File: src/design/bdsq_pkg.sv
`default_nettype none

package bdsq_pkg;

	localparam int CHAR_W  = 8;
	localparam int COUNT_W = 5;
	localparam int STAT_W  = 2;

	localparam logic [CHAR_W-1:0] BLANK_CHAR = 8'd45;

	localparam logic OP_PUSH = 1'b0;
	localparam logic OP_POP  = 1'b1;

	typedef enum logic [STAT_W-1:0] {
		ST_DONE  = 2'd0,
		ST_FULL  = 2'd1,
		ST_EMPTY = 2'd2
	} status_t;

	// per-cycle shift commands, all zero when no item is taken
	typedef struct packed {
		logic push_first;
		logic push_second;
		logic pop_first;
		logic pop_second;
	} shift_ctl_t;

endpackage

`default_nettype wire

File: src/design/bdsq_cell.sv
`default_nettype none

module bdsq_cell (
	input  wire                         clk,
	input  wire                         arst_n,
	input  bdsq_pkg::shift_ctl_t        ctl,
	input  wire                         hit_first,
	input  wire                         hit_second,
	input  wire [bdsq_pkg::CHAR_W-1:0]  push_char,
	input  wire [bdsq_pkg::CHAR_W-1:0]  next_first,
	input  wire [bdsq_pkg::CHAR_W-1:0]  next_second,
	output logic [bdsq_pkg::CHAR_W-1:0] first_q,
	output logic [bdsq_pkg::CHAR_W-1:0] second_q
);
	import bdsq_pkg::*;

	always_ff @(posedge clk or negedge arst_n) begin
		if (!arst_n) begin
			first_q <= BLANK_CHAR;
		end else if (ctl.pop_first) begin
			first_q <= next_first;
		end else if (ctl.push_first && hit_first) begin
			first_q <= push_char;
		end
	end

	always_ff @(posedge clk or negedge arst_n) begin
		if (!arst_n) begin
			second_q <= BLANK_CHAR;
		end else if (ctl.pop_second) begin
			second_q <= next_second;
		end else if (ctl.push_second && hit_second) begin
			second_q <= push_char;
		end
	end

endmodule

`default_nettype wire

File: src/design/bdsq_ctrl.sv
`default_nettype none

module bdsq_ctrl #(
	parameter int QUEUE_DEPTH = 16,
	parameter int FILL_W      = $clog2(QUEUE_DEPTH + 1)
) (
	input  wire                  clk,
	input  wire                  arst_n,
	input  wire                  take,
	input  wire                  opcode,
	output bdsq_pkg::shift_ctl_t ctl,
	output bdsq_pkg::status_t    status,
	output logic [FILL_W-1:0]    first_fill_q,
	output logic [FILL_W-1:0]    second_fill_q,
	output logic [FILL_W-1:0]    first_fill_d,
	output logic [FILL_W-1:0]    second_fill_d
);
	import bdsq_pkg::*;

	localparam logic [FILL_W-1:0] DEPTH = FILL_W'(QUEUE_DEPTH);

	always_comb begin
		ctl    = '0;
		status = ST_DONE;
		if (opcode == OP_PUSH) begin
			if (first_fill_q <= second_fill_q) begin
				if (first_fill_q < DEPTH) begin
					ctl.push_first = take;
				end else begin
					status = ST_FULL;
				end
			end else begin
				// second is shorter here, so it always has room
				ctl.push_second = take;
			end
		end else begin
			if (first_fill_q == '0 && second_fill_q == '0) begin
				status = ST_EMPTY;
			end else if (first_fill_q >= second_fill_q) begin
				ctl.pop_first = take;
			end else begin
				ctl.pop_second = take;
			end
		end
	end

	always_comb begin
		first_fill_d  = first_fill_q;
		second_fill_d = second_fill_q;
		if (ctl.push_first)  first_fill_d  = first_fill_q + 1'b1;
		if (ctl.pop_first)   first_fill_d  = first_fill_q - 1'b1;
		if (ctl.push_second) second_fill_d = second_fill_q + 1'b1;
		if (ctl.pop_second)  second_fill_d = second_fill_q - 1'b1;
	end

	always_ff @(posedge clk or negedge arst_n) begin
		if (!arst_n) begin
			first_fill_q  <= '0;
			second_fill_q <= '0;
		end else begin
			first_fill_q  <= first_fill_d;
			second_fill_q <= second_fill_d;
		end
	end

endmodule

`default_nettype wire

File: src/design/balanced_dual_shift_queue.sv
// Pair of byte queues built as a row of shift cells, kept balanced.
// Input stream (s_tvalid/s_tready/s_tdata): one command per item, push a
// byte or pop from the longer queue. Output stream (m_tvalid/m_tready/
// m_tdata): exactly one result per command, with the popped byte, a status
// and both fill counts after the command.
// A push lands in the first queue when its count is at most the second's,
// else in the second; a full first queue on that path means both are full
// and the byte is dropped with status full. A pop shifts every cell of the
// chosen queue one place forward at once; the tail takes '-'.
// The command updates the cells and counts at the accepting edge, and the
// result is loaded into the output register at that same edge.
// Throughput is one item per cycle while the receiver keeps m_tready high.
// s_tready is high while the output register is empty or being emptied,
// so a stalled receiver holds the result and blocks only further input.
// Reset clears both counts and loads '-' into every cell; no clearing pass.
`default_nettype none

module balanced_dual_shift_queue #(
	parameter int QUEUE_DEPTH = 16
) (
	input  wire         clk,
	input  wire         arst_n,
	input  wire         s_tvalid,
	output logic        s_tready,
	input  wire  [15:0] s_tdata,  // [0] opcode, [8:1] push_char, [15:9] zero
	output logic        m_tvalid,
	input  wire         m_tready,
	output logic [23:0] m_tdata   // [7:0] popped_char, [9:8] status,
	                              // [14:10] first_count, [19:15] second_count
);
	import bdsq_pkg::*;

	localparam int FILL_W = $clog2(QUEUE_DEPTH + 1);

	logic                take;
	logic                opcode;
	logic [CHAR_W-1:0]   push_char;
	shift_ctl_t          ctl;
	status_t             status;
	logic [FILL_W-1:0]   first_fill_q;
	logic [FILL_W-1:0]   second_fill_q;
	logic [FILL_W-1:0]   first_fill_d;
	logic [FILL_W-1:0]   second_fill_d;
	logic [CHAR_W-1:0]   first_slot  [QUEUE_DEPTH];
	logic [CHAR_W-1:0]   second_slot [QUEUE_DEPTH];
	logic [CHAR_W-1:0]   popped_char;
	logic                out_valid_q;
	logic [23:0]         out_data_q;

	assign opcode    = s_tdata[0];
	assign push_char = s_tdata[8:1];
	assign s_tready  = !out_valid_q || m_tready;
	assign take      = s_tvalid && s_tready;

	bdsq_ctrl #(
		.QUEUE_DEPTH (QUEUE_DEPTH),
		.FILL_W      (FILL_W)
	) u_ctrl (
		.clk           (clk),
		.arst_n        (arst_n),
		.take          (take),
		.opcode        (opcode),
		.ctl           (ctl),
		.status        (status),
		.first_fill_q  (first_fill_q),
		.second_fill_q (second_fill_q),
		.first_fill_d  (first_fill_d),
		.second_fill_d (second_fill_d)
	);

	for (genvar i = 0; i < QUEUE_DEPTH; i++) begin : g_cell
		logic [CHAR_W-1:0] next_first;
		logic [CHAR_W-1:0] next_second;

		if (i == QUEUE_DEPTH - 1) begin : g_tail
			assign next_first  = BLANK_CHAR;
			assign next_second = BLANK_CHAR;
		end else begin : g_body
			assign next_first  = first_slot[i+1];
			assign next_second = second_slot[i+1];
		end

		bdsq_cell u_cell (
			.clk         (clk),
			.arst_n      (arst_n),
			.ctl         (ctl),
			.hit_first   (first_fill_q == FILL_W'(i)),
			.hit_second  (second_fill_q == FILL_W'(i)),
			.push_char   (push_char),
			.next_first  (next_first),
			.next_second (next_second),
			.first_q     (first_slot[i]),
			.second_q    (second_slot[i])
		);
	end

	always_comb begin
		popped_char = BLANK_CHAR;
		if (ctl.pop_first) begin
			popped_char = first_slot[0];
		end else if (ctl.pop_second) begin
			popped_char = second_slot[0];
		end
	end

	always_ff @(posedge clk or negedge arst_n) begin
		if (!arst_n) begin
			out_valid_q <= 1'b0;
		end else if (s_tready) begin
			out_valid_q <= s_tvalid;
		end
	end

	always_ff @(posedge clk) begin
		if (take) begin
			out_data_q <= {4'd0, COUNT_W'(second_fill_d), COUNT_W'(first_fill_d),
				status, popped_char};
		end
	end

	assign m_tvalid = out_valid_q;
	assign m_tdata  = out_data_q;

endmodule

`default_nettype wire

File: config.mk
export PLATFORM = sky130hd
export DESIGN_NAME = balanced_dual_shift_queue
export DESIGN_NICKNAME = d
export VERILOG_FILES = /design/src/design/bdsq_pkg.sv /design/src/design/bdsq_cell.sv /design/src/design/bdsq_ctrl.sv /design/src/design/balanced_dual_shift_queue.sv
export SDC_FILE = /design/constraint.sdc
export NUM_CORES = 1
export LEC_CHECK = 0
export ABC_AREA = 1
export BUFFER_PORTS_ARGS = -buffer_cell sky130_fd_sc_hd__buf_2
export CORE_MARGIN = 4
export CORE_UTILIZATION = 68
export CTS_CLUSTER_SIZE = 25
export DETAILED_ROUTE_END_ITERATION = 8
export PLACE_DENSITY = 0.93
export SETUP_SLACK_MARGIN = 0.15
export SYNTH_ARGS = -nofsm -noshare
export SYNTH_HDL_FRONTEND = slang
export SYNTH_SLANG_ARGS = --single-unit
File: constraint.sdc
create_clock -name clk -period 3.1 [get_ports clk]
set_input_delay 0.31 -clock clk [delete_from_list [all_inputs] [get_ports clk]]
set_output_delay 0.31 -clock clk [all_outputs]
set_load 0.02 [all_outputs]
# == Word level (Yosys, flattened, before mapping) ==
# Cells that the tools add are included.
# totals
ff_bits,287
out_inout_bits,26
# classes
n_mux,82
reduce_logical,70
add_sub_neg,4
eq_ne,30
n_lt_le_gt_ge,3
# ops
op,count
two-way mux 8 bit,66
equality test 5 x 4 -> 1 bit (second input constant),16
nonzero test 2 bit,32
equality test 5 x 3 -> 1 bit (second input constant),8
logical AND 1 bit,34
equality test 5 x 2 -> 1 bit (second input constant),4
two-way mux 5 bit,4
adder 5 x 1 -> 5 bit (second input constant),2
equality test 5 x 1 -> 1 bit (second input constant),2
zero test 5 bit,2
two-way mux 2 bit,5
subtractor 5 x 1 -> 5 bit (second input constant),2
two-way mux 1 bit,7
>= comparator 5 bit,1
<= comparator 5 bit,1
< comparator 5 bit (second input constant),1
zero test 1 bit,1
logical OR 1 bit,1

# == Depth between registers and ports, before layout ==
# logic_depth
word_depth,9
ltp_mapped,15
depth_no_buf,12

# == Modules after synthesis ==
# Synthesis repeated with hierarchy kept, for this count alone.
# unflattened
cells_unflattened,2226
area_unflattened_um2,16649.7
# modules_own_cells
module,instances,area_per_inst_um2,seq_area_each_um2,cells_each
bdsq_cell,16,910.9,410.4,122
balanced_dual_shift_queue,1,1073.5,625.6,130
bdsq_ctrl,1,1002.2,250.2,144

# == Worst setup path after synthesis ==
# Ideal clock, no wire load.
# synth_path
path_type,register to register
from,register u_ctrl.second_fill_q[2]
to,"register out_data_q[0] (netlist: m_tdata[0]), data pin"
t_arrival_ns,1.899
path_stages_with_launch,14
period_less_slack_ns,2.153
n_path_buf,3
setup_slack_ns,0.947
cell_sequence,dfrtp_1 > buf_2 > inv_1 > ha_1 > nand2_1 > nor2_1 > nand2_1 > nand3_2 > nor2_2 > nand2_4 > buf_4 > buf_2 > o22ai_1 > inv_1
# synth_between
elab_chain_cells,6
word_cells_on_any_way,9
classes_between,1 x order compare; 6 x mux; 2 x reduce/logical
# synth_lines
element,line,source
from (decl),bdsq_ctrl.sv:14,"output logic [FILL_W-1:0] second_fill_q,"
from (signal assigned),bdsq_ctrl.sv:62,second_fill_q <= second_fill_d;
>= comparator 5 bit or zero test 5 bit (tied branches),"bdsq_ctrl.sv:39, bdsq_ctrl.sv:37",
two-way mux 1 bit or logical AND 1 bit (tied branches),"bdsq_ctrl.sv:39, bdsq_ctrl.sv:37",
two-way mux 2 bit (*),bdsq_ctrl.sv:37,if (first_fill_q == '0 && second_fill_q == '0) begin
two-way mux 2 bit (*),bdsq_ctrl.sv:25,if (opcode == OP_PUSH) begin
two-way mux 8 bit,balanced_dual_shift_queue.sv:101,end else if (ctl.pop_second) begin
two-way mux 8 bit (*),balanced_dual_shift_queue.sv:99,if (ctl.pop_first) begin
net popped_char[0],balanced_dual_shift_queue.sv:46,logic [CHAR_W-1:0] popped_char;
to (signal assigned),balanced_dual_shift_queue.sv:116,"out_data_q <= {4'd0, COUNT_W'(second_fill_d), COUNT_W'(first_fill_d),"
to (decl),balanced_dual_shift_queue.sv:48,logic [23:0] out_data_q;
# The timed path passes the listed nets; every way through them passes the cells marked *.
# A chain may end at the register's enable or synchronous reset.

# == Worst setup path after layout ==
# layout_path
from,register u_ctrl.second_fill_q[3]
to,register g_cell[6].u_cell.first_q[0] (netlist name)
# layout_between
elab_chain_cells,5
word_cells_on_any_way,12
classes_between,2 x order compare; 6 x mux; 4 x reduce/logical
# layout_lines
element,line,source
">= comparator 5 bit, or another cell as far along",bdsq_ctrl.sv:39,end else if (first_fill_q >= second_fill_q) begin
"two-way mux 1 bit, or another cell as far along",bdsq_ctrl.sv:39,
"two-way mux 2 bit, on equally long branches","bdsq_ctrl.sv:37, bdsq_ctrl.sv:25",
two-way mux 2 bit or logical AND 1 bit (tied branches),"bdsq_ctrl.sv:25, bdsq_cell.sv:22",
two-way mux 8 bit or nonzero test 2 bit (tied branches),-,
to (signal assigned),bdsq_cell.sv:21,first_q <= next_first;
to (signal assigned),bdsq_cell.sv:23,first_q <= push_char;
to (decl),bdsq_cell.sv:12,"output logic [bdsq_pkg::CHAR_W-1:0] first_q,"
# Several ways; a longest one is shown, not always the timed one.

==> impl_metrics.xml <==
<?xml version="1.0" encoding="UTF-8"?>
<metrics>
  <group name="sta">
    <metric name="max_freq" unit="MHz">358</metric>
    <metric name="setup-violations-final" unit="">0</metric>
    <metric name="report.final.slew_viol_count" unit="">0</metric>
    <metric name="grt_setup_unrepaired" unit="">true</metric>
    <metric name="worst_slew_margin_rel" unit="%">37.4</metric>
    <metric name="share_of_the_cycle_needed_by_the_critical_path_after_routing" unit="%">90.1</metric>
    <metric name="fin_hold_ws" unit="ns">0.0497</metric>
    <metric name="tightestPinTransition" unit="ns">0.939</metric>
    <metric name="hold_viol_final" unit="">0</metric>
    <metric name="period_needed" unit="ns">2.79</metric>
    <metric name="final.setup_skew" unit="ns">0.0168</metric>
    <metric name="timing.setup.tns" unit="ns">0</metric>
  </group>
  <group name="place">
    <metric name="gp_congestion" unit="">0.888</metric>
    <metric name="port_buffers" unit="">34</metric>
    <metric name="dpl.cell_count" unit="">2172</metric>
    <metric name="hpwlAfterDp" unit="µm">22600</metric>
  </group>
  <group name="cts">
    <metric name="cts_buffers" unit="">29</metric>
    <metric name="worst_skew_pair.late_latency" unit="ns">0.56</metric>
    <metric name="post_cts_buffers" unit="">0</metric>
    <metric name="cts_max_path_buffers" unit="">3</metric>
    <metric name="htree_levels" unit="">1</metric>
    <metric name="clock_sinks" unit="">287</metric>
    <metric name="clock-root-buffer" unit="">clkbuf_16</metric>
    <metric name="tritoncts_clock_tree" unit="">done</metric>
    <metric name="clock_transition_at_the_registers_of_the_reported_paths" unit="ns">0.06</metric>
  </group>
  <group name="synthesis">
    <metric name="ys_seq_area_share" unit="%">49.7</metric>
    <metric name="synth_top_cells_by_count" unit="">nand2_1, nand3_1, dfrtp_1, dfstp_2, buf_2</metric>
    <metric name="yosys-top-cells-area" unit="">dfrtp_1, dfstp_2, nand2_1</metric>
    <metric name="register_bit_count_reported_by_yosys" unit="">287</metric>
    <metric name="netlist-cell-type-count" unit="">33</metric>
    <metric name="avgSynthCellArea" unit="µm²">7.72</metric>
    <metric name="yosys.cell_count.top_type" unit="">nand2_1</metric>
    <metric name="cells_after_synth" unit="">1939</metric>
    <metric name="synth_largest_area_cell" unit="">dfrtp_1</metric>
    <metric name="synth_warnings" unit="">0</metric>
    <metric name="netlist_area" unit="µm²">15000</metric>
    <metric name="async_reset_ff_share" unit="%">93.0</metric>
    <metric name="synth_flop_cell" unit="">dfrtp_1</metric>
    <metric name="synth_edf_count" unit="">20</metric>
    <metric name="synth_largest_type_area_fraction" unit="%">23.2</metric>
  </group>
  <group name="hold_path">
    <metric name="min_delay_src" unit="">s_tvalid</metric>
    <metric name="min_path_type" unit="">input port to flip-flop</metric>
  </group>
  <group name="die">
    <metric name="std_cell_rows" unit="">54</metric>
    <metric name="start_util" unit="%">68.8</metric>
    <metric name="core_area" unit="µm²">21800</metric>
    <metric name="floorplan.io_pins" unit="">46</metric>
    <metric name="die_area" unit="µm²">24400</metric>
    <metric name="die_width" unit="µm">156</metric>
    <metric name="dieHeight" unit="µm">156</metric>
  </group>
  <group name="power_and_ir_drop">
    <metric name="vdd_ir_drop_max" unit="V">0.00126</metric>
    <metric name="total_leakage_power" unit="nW">8.15</metric>
    <metric name="power_density_normalized_to_cell_area" unit="nW/µm²">1060</metric>
    <metric name="finalPower" unit="W">0.0171</metric>
  </group>
  <group name="cells_and_area">
    <metric name="post_route_cells_drive_above_1_share" unit="%">15.8</metric>
    <metric name="finish.utilization" unit="%">73.9</metric>
    <metric name="diodes" unit="">0</metric>
    <metric name="fin_cells" unit="">2227</metric>
    <metric name="nets" unit="">1961</metric>
    <metric name="syn_to_final_growth" unit="%">7.48</metric>
  </group>
  <group name="route">
    <metric name="avgViaCountPerCell" unit="">5.93</metric>
    <metric name="detail_route.first_pass.iterations" unit="">6</metric>
    <metric name="dr.first_iter.drc_count" unit="">1522</metric>
    <metric name="ant_nets" unit="">0</metric>
    <metric name="dr_total_vias" unit="">13200</metric>
    <metric name="detail_route.wl_per_cell" unit="µm">16.5</metric>
    <metric name="drt-total-wl" unit="µm">36800</metric>
    <metric name="detail_route.drc_violations" unit="">0</metric>
  </group>
  <group name="grt">
    <metric name="gr-total-overflow" unit="">0</metric>
    <metric name="grt_pass1_wl" unit="µm">61300</metric>
    <metric name="antenna_violations_before_repair" unit="">0</metric>
    <metric name="maximum_number_of_pins_on_one_net_before_global_route_repair" unit="">206</metric>
    <metric name="vias_in_the_first_global_route" unit="">12600</metric>
    <metric name="grt_util_all_layers" unit="%">30.2</metric>
  </group>
  <group name="run_status">
    <metric name="run_status" unit="">finished clean</metric>
  </group>
  <group name="worst_setup_path">
    <metric name="regToRegEndpoint" unit="">g_cell[6].u_cell.first_q[0]</metric>
    <metric name="start_kind" unit="">flip-flop</metric>
    <metric name="crit_path_end" unit="">g_cell[6].u_cell.first_q[0]</metric>
    <metric name="worstSetupEndpointType" unit="">flip-flop</metric>
    <metric name="critical_path.startpoint" unit="">u_ctrl.second_fill_q[3]</metric>
    <metric name="critPathMaxFanout" unit="">22</metric>
    <metric name="arrival" unit="ns">3.28</metric>
    <metric name="r2r_cells" unit="">13</metric>
    <metric name="setup.reg_to_reg.worst_slack" unit="ns">0.31</metric>
    <metric name="critical_path_class" unit="">flip-flop to flip-flop</metric>
    <metric name="worstPathCellList" unit="">inv_1 -&gt; ha_1 -&gt; nand2_1 -&gt; nor2_1 -&gt; nand2_1 -&gt; nand3_2 -&gt; buf_4 -&gt; nand2_1 -&gt; buf_4 -&gt; nand3_2 -&gt; nand2_2 -&gt; nand2_1 -&gt; nand2_1</metric>
    <metric name="rr_startpoint" unit="">u_ctrl.second_fill_q[3]</metric>
    <metric name="cp_slowest_stage_delay" unit="ns">0.45</metric>
    <metric name="slowest_stage_cell_on_the_critical_path" unit="">dfrtp_1</metric>
    <metric name="worst-endpoint-required" unit="ns">3.59</metric>
    <metric name="worst_path_most_repeated_cell" unit="">nand2_1</metric>
  </group>
  <group name="job">
    <metric name="max_cap_viol_count" unit="">0</metric>
  </group>
</metrics>
timing repair:
action                     CTS  global route
hold buffers                 1             0
resized for setup            0             6
setup endpoints to repair    0           122
hold endpoints to repair    44             0
how the worst min path moves through the flow:
| stage | to | depth (start not counted) | slack [ns] |
|---|---|---|---|
| 2_1_floorplan | g_cell[0].u_cell.first_q[1] | 0 | 0.01 |
| 3_3_place_gp | g_cell[9].u_cell.first_q[1] | 1 | 0.35 |
| 3_5_place_dp | g_cell[9].u_cell.first_q[6] | 1 | 0.35 |
| 4_1_cts | m_tvalid | 3 | 0.04 |
| 5_1_grt | m_tvalid | 3 | 0.06 |
| 6_report | m_tvalid | 3 | 0.05 |
placed cells by master, fill, tap and decap left out, types with 29 or more instances in the layout:
cell type  instances
inv_1             50
nor2_1            48
clkbuf_16         29
buf_2             33
nand3_1          409
dfstp_2          128
dfrtp_1          138
nand2_1          888
nand2_2           36
cell type report:
cell class | instances | area, µm²
clock buffers | 49 | 891
clock inverters | 5 | 28.8
fillers | 1472 | 5680
inverters | 59 | 221
multi-input cells | 1489 | 6690
flip-flops and latches | 287 | 7440
well taps | 280 | 350
repair buffers | 58 | 454
sequential cells by signal (all words and copies together) (netlist names):
signal	count
g_cell.u_cell.first_q	128
g_cell.u_cell.second_q	128
m_tdata	20
u_ctrl.first_fill_q	5
u_ctrl.second_fill_q	5
m_tvalid	1
routing by layer:
layer | track usage, % | up-vias | routed length, µm
li1 | - | 6211 | -
met1 | 39.7 | 6269 | 14300
met2 | 51.0 | 603 | 18500
met3 | 4.37 | 123 | 2670
met4 | 11.5 | 0 | 1360
met5 | 0 | - | 0
where the power goes:
| part | total (W) | switching, W | internal, W | leakage [nW] |
|---|---|---|---|---|
| Clock | 0.00338 | 0.00144 | 0.00194 | 0.455 |
| Sequential | 0.00694 | 0.000963 | 0.00597 | 3.27 |
| Combinational | 0.00677 | 0.00473 | 0.00204 | 4.42 |
critical path, delay by kind of cell, from the launching register on:
kind,cells,cell delay [ns]
DFF,1,0.45
adders and majority gates,1,0.31
and+or+nand+nor,9,1.30
buffers and inverters,3,0.67
per-stage QoR:
step                      setup WS (ns)  instance area [µm²]
after floorplan                   0.947                15000
after global placement            0.384                15100
after detailed placement          0.260                15100
after CTS                         0.207                16100
after global routing              0.122                16100
final                             0.308                16100
kinds of logic (layout without fill, tap and decap cells):
logic type / count (synthesis) / in the layout / synth area share [%]
buffers and inverters: 166 / 171 / 5.89
DFF: 287 / 287 / 49.7
adders and majority gates: 17 / 17 / 1.42
AOI/OAI and AO/OA: 22 / 22 / 0.769
xor gates and xnor gates: 7 / 7 / 0.410
and+or+nand+nor: 1439 / 1439 / 41.7
other: 1 / 4 / 0.0251
Power figures use the tool's default switching activity.
